[src/hw/rtl/tps_pkg.sv]
// ----------------------------------------------------------------------------
// tps_pkg
// shared constants and function codes of the tick phase scheduler
// ----------------------------------------------------------------------------
package tps_pkg;

   // field widths
   localparam int SAMPLE_W    = 16;
   localparam int TIME_W      = 32;
   localparam int CFG_W       = 16;
   localparam int FUNC_W      = 2;
   localparam int PHASE_OUT_W = 2;

   // default geometry
   localparam int HISTORY_DEPTH_DEF = 64;
   localparam int NUM_PHASES_DEF    = 4;

   // interval register value after reset
   localparam logic [CFG_W-1:0] INTERVAL_RESET = 16'd1000;

   // request function codes
   localparam logic [FUNC_W-1:0] FUNC_TICK    = 2'd0;
   localparam logic [FUNC_W-1:0] FUNC_STATS   = 2'd1;
   localparam logic [FUNC_W-1:0] FUNC_ELAPSED = 2'd2;
   localparam logic [FUNC_W-1:0] FUNC_NONE    = 2'd3;

endpackage

[src/hw/rtl/tps_ram.sv]
// ----------------------------------------------------------------------------
// tps_ram
// simple dual port ram, one write and one registered read port
// ----------------------------------------------------------------------------
module tps_ram #(
   parameter int WIDTH = tps_pkg::SAMPLE_W,
   parameter int DEPTH = tps_pkg::NUM_PHASES_DEF * tps_pkg::HISTORY_DEPTH_DEF
) (
   input  logic                                      clock,
   input  logic                                      wr_en,
   input  logic [((DEPTH > 1) ? $clog2(DEPTH) : 1)-1:0] wr_addr,
   input  logic [WIDTH-1:0]                          wr_data,
   input  logic                                      rd_en,
   input  logic [((DEPTH > 1) ? $clog2(DEPTH) : 1)-1:0] rd_addr,
   output logic [WIDTH-1:0]                          rd_data
);

   logic [WIDTH-1:0] mem [DEPTH];
   logic [WIDTH-1:0] rd_data_ff;

   always_ff @(posedge clock) begin
      if (wr_en) begin
         mem[wr_addr] <= wr_data;
      end
      if (rd_en) begin
         rd_data_ff <= mem[rd_addr];
      end
   end

   assign rd_data = rd_data_ff;

endmodule

[config.mk]
export PLATFORM = sky130hd
export DESIGN_NAME = tps_ram
export DESIGN_NICKNAME = d
export VERILOG_FILES = /design/src/hw/rtl/tps_pkg.sv /design/src/hw/rtl/tps_ram.sv
export SDC_FILE = /design/constraint.sdc
export NUM_CORES = 2
export LEC_CHECK = 0
export ABC_CLOCK_PERIOD_IN_PS = 3400
export BUFFER_PORTS_ARGS = -buffer_cell sky130_fd_sc_hd__buf_2
export CORE_ASPECT_RATIO = 0.75
export CORE_MARGIN = 2
export CORE_UTILIZATION = 55
export DETAILED_ROUTE_END_ITERATION = 12
export GPL_TIMING_DRIVEN = 0
export PLACE_DENSITY = 0.72
export REMOVE_ABC_BUFFERS = 1
export SLEW_MARGIN = 30
export SYNTH_ARGS = -nofsm -noshare
export SYNTH_HDL_FRONTEND = slang
export SYNTH_SLANG_ARGS = --single-unit
export TNS_END_PERCENT = 10
[constraint.sdc]
create_clock -name clock -period 3.4 [get_ports clock]
set_clock_uncertainty 0.2 [all_clocks]
set_input_delay 0.34 -clock clock [delete_from_list [all_inputs] [get_ports clock]]
set_output_delay 0.34 -clock clock [all_outputs]
set_load 0.02 [all_outputs]
; Yosys cells after proc, flatten, opt, wreduce, memory -nomap -nowiden
; Memory sizes are Yosys's and may differ from the RTL's. A register that Yosys moved wholly into a read port is not among the register bits.
; Index checks and enable logic that the tools add are counted.
[word_totals]
reg_bits = 0
mem_bits_rw = 4096
in_bits = 35
out_inout_bits = 16
n_memories = 1
[mem_list]
columns = name, depth, width, read_ports, rd_clocked_by_memory_dff, write_ports, line
row1 = mem, 256, 16, 1, 1, 1, tps_ram.sv:18  ; logic [WIDTH-1:0] mem [DEPTH];
[classes]
mux = 2
[op_table]
columns = op, n
row1 = $mux W1, 2

; Depth between registers and ports, before layout
[depth]
depth_word = 2
depth_mapped = 12
ltp_nobuf = 6

; Worst setup path before layout
; No wires, ideal clock.
[synth_timing]
path_type = in2reg
from = in rd_addr[0] (netlist name)
to = reg rd_data_ff[4], in the netlist rd_data[4], read port of mem (data pin)
arrival_ns = 2.324
required_time_ns = 2.935
slack_ns = 0.611
path_stages = 8
path_buffers = 3
path_cell_list = buf_6 -> buf_6 -> buf_2 -> mux4_2 -> mux4_2 -> a22o_1 -> o32ai_2 -> nor4_2
[synth_lines]
columns = element, line
row1 = start: declaration, tps_ram.sv:14  ; input logic [((DEPTH > 1) ? $clog2(DEPTH) : 1)-1:0] rd_addr,
row2 = end: declaration, tps_ram.sv:19  ; logic [WIDTH-1:0] rd_data_ff;

==> metrics.cfg <==
[outcome]
status = finished with violations
violations = negative setup slack

[floorplan]
io_pins = 51
chipHeight_um = 469.5
initial_core_util_pct = 55.41
rows = 170
core_um2 = 286700
die_x_um = 624.6
dieArea_um2 = 293200

[power]
p_int_mw = 81.71
power.total_mw = 103.7
combPwrFrac_pct = 5.7
sw_frac_of_total_pct = 21.21
pwr-share-seq_pct = 53.9
vdd_drop_max_uv = 453.7
leakagePower_nw = 56.83
power_switching_mw = 22.00
power_density_nw_per_um2 = 568.2
clock_power_share_pct = 40.4

[sta]
layout_min_cycle_time_ns = 3.572
fin_crit_sh_pct = 105.1
setup_ws_ns = -0.1724
rsz0062_at_grt = yes
relSlewSlack_pct = 27.20
max_freq_mhz = 279.9
tightestPinTransition_ns = 1.090
drv_slew = 0
fin_tns_setup_ns = -3.093
setup_viol = 109
final_hold_viol_count = 0

[clock_network]
cts_sinks = 4112
cts_buffers = 368
clkLatencyLatePin_ns = 0.92
clock_tree.root_cell = clkbuf_16
clk_pin_slew_worst_paths_ns = 0.06
cts.path.max_buffers = 4
cts_tree = built
cts.htree.levels = 5

[synth]
synth-seq-area-share_pct = 77.72
yosys.area.top_type = edfxtp_1
ys_top_cells_by_area = edfxtp_1, mux4_2, mux2i_1, o221ai_1, nor2_1
ys_types = 51
synth_fa_ha_area_share_pct = 0
yosysTopAreaCellShare_pct = 77.72
ys.flop_type = edfxtp_1
synth-compound-area-share_pct = 3.534
synthSimpleGateAreaFrac_pct = 1.573
synth_top_family_by_area = multiplexers
synth_warnings = 0
ys_async_sr_fraction_pct = 0
syn_area_um2 = 158900
synth_area_per_cell_um2 = 21.59
synth_xor_area_share_pct = 0
synth_edf_count = 4112
yosys_register_bits = 4112
synth.area.mux_share_pct = 15.48
syn_inst = 7360

[grt]
grt_pass1_wl_um = 578500
grtUsageTotal_pct = 27.66
grt_pass1_vias = 77580
overflow = 0
antenna_found_initial = 17
grt_max_degree = 121

[cells_and_area]
finalNonFillerCells = 11690
fill_cells = 18220
seqCellArea_um2 = 123500
nets = 7652
stdcell_area_um2 = 182500
drive_gt1_share_pct = 27.83
area_growth_pct = 14.89
multi_input_area_um2 = 36350

[worst_setup_path]
required_ns = 3.87
path_max_fanout = 37
critPathCaptureType = register
crit_path_start_kind = primary input
crit_arrival_ns = 4.04
critical_path_class = primary input to register

[routing]
via_count = 80110
post_drt_wl_per_cell_um = 35.27
drtIter0Drc = 12090
viasPerCell = 6.854
drtAntennaViolNets = 0
wirelength_um = 412300
remaining_drc_errors = 0
firstDrtPassIters = 6

[placement]
gp_congestion = 0.9279
dp_hpwl_um = 236200
placed_cells = 10960
postPlaceCellArea_um2 = 167600
io_buffers = 50

[worst_hold_path]
hold_class = primary input to register

[run]
maxCapViolations = 0

## state kept, by name, indices dropped and copies added (netlist names)
signal	flops
rd_data	16
mem	4096
## critical path, stage by stage
cell	delay [ns]
buf_16	0.17
buf_16	0.17
buf_16	0.18
or2_4	0.37
buf_12	0.20
buf_16	0.21
buf_16	0.20
buf_12	0.19
o221ai_1	0.29
o22ai_1	0.18
a21oi_4	0.41
nand4_1	0.35
nor4_4	0.47
## power by group through the flow
stage	clock network, mW	logic, mW	registers (mW)
2_1_floorplan	0	2.06	57.0
3_3_place_gp	0	8.33	57.2
3_5_place_dp	0	5.24	57.0
4_1_cts	42.1	5.70	55.9
5_1_grt	44.0	6.10	55.9
6_report	41.9	5.92	55.9
## cells in the final DEF (no fill, tap or decap), types with 27 or more instances in the layout
cell,netlist,layout
clkinv_2,0,48
o221ai_1,252,217
buf_2,76,30
a22o_1,32,28
mux2_2,88,88
o21ai_0,37,34
clkbuf_1,230,72
nor2_4,0,205
buf_6,77,72
buf_8,11,36
mux4_2,797,797
a21oi_1,175,153
mux2i_1,565,565
clkinv_1,0,85
nor2_1,304,37
o221ai_2,1,31
o22ai_1,148,142
buf_4,26,28
buf_16,0,94
bufinv_16,0,44
a22oi_1,43,27
edfxtp_1,4112,4112
nor2_2,0,62
clkbuf_16,0,389
nor3_1,92,65
## repair_timing
| action | 4_1_cts | 5_1_grt |
|---|---|---|
| endpoints found under the setup margin | 16 | 381 |
| pin swaps | 28 | 41 |
| cloned | 26 | 11 |
| setup buffers | 2 | 10 |
| hold buffers | 20 | 0 |
| endpoints found under the hold margin | 1817 | 0 |
| gates resized for setup | 198 | 61 |
## path summary, 6_finish.rpt
check | start | end | slack, ns | cells after the start
hold / removal | wr_addr[3] | mem[142][2] | 0.07 | 3
setup reg to reg | mem[128][8] | rd_data[8] | 0.11 | 6
hold reg to reg | mem[232][1] | rd_data[1] | 1.07 | 6
setup / recovery | rd_addr[1] | rd_data[5] | -0.17 | 13
## stage by stage
stage                     hold slack, ns  setup WS, ns  utilization (%)
after floorplan                   0.2389        -3.774                -
after detailed placement          0.5489        -2.808            58.45
final                            0.06933       -0.1724            63.66
after global placement            0.5557        -52.20            56.22
after global routing             0.08132      -0.05515            63.66
after CTS                       0.005799      -0.07301            63.40
## logic make-up after synthesis
kind of cell | Yosys count
buffers and inverters | 456
AND/OR/NAND/NOR | 556
multiplexers | 1450
AO/OA/AOI/OAI | 786
flip-flops | 4112
## cells in the mapped netlist (38+ instances only)
library cell,instances
a21oi_1,175
a22oi_1,43
buf_2,76
buf_6,77
clkbuf_1,230
edfxtp_1,4112
mux2_2,88
mux2i_1,565
mux4_2,797
nand2_1,38
nor2_1,304
nor3_1,92
o221ai_1,252
o22ai_1,148
## per-layer routing
metal | track usage, % | wire, µm | vias to the layer above
met5 | 0 | 13 | -
met4 | 8.315 | 13820 | 2
met3 | 8.698 | 55260 | 785
met2 | 40.25 | 185900 | 5239
met1 | 40.52 | 157300 | 42200
li1 | - | - | 31890
## layout make-up
type / count / share of cell area (%)
Tap cell: 3784 / 2.594
Multi-Input combinational cell: 2792 / 19.91
Clock inverter: 204 / 1.167
Sequential cell: 4112 / 67.65
Inverter: 4 / 0.02810
Timing Repair Buffer: 338 / 3.296
Antenna cell: 2 / 0.002742
Timing Repair inverter: 1 / 0.004798
Clock buffer: 451 / 5.344
Power figures use the tool's default switching activity.
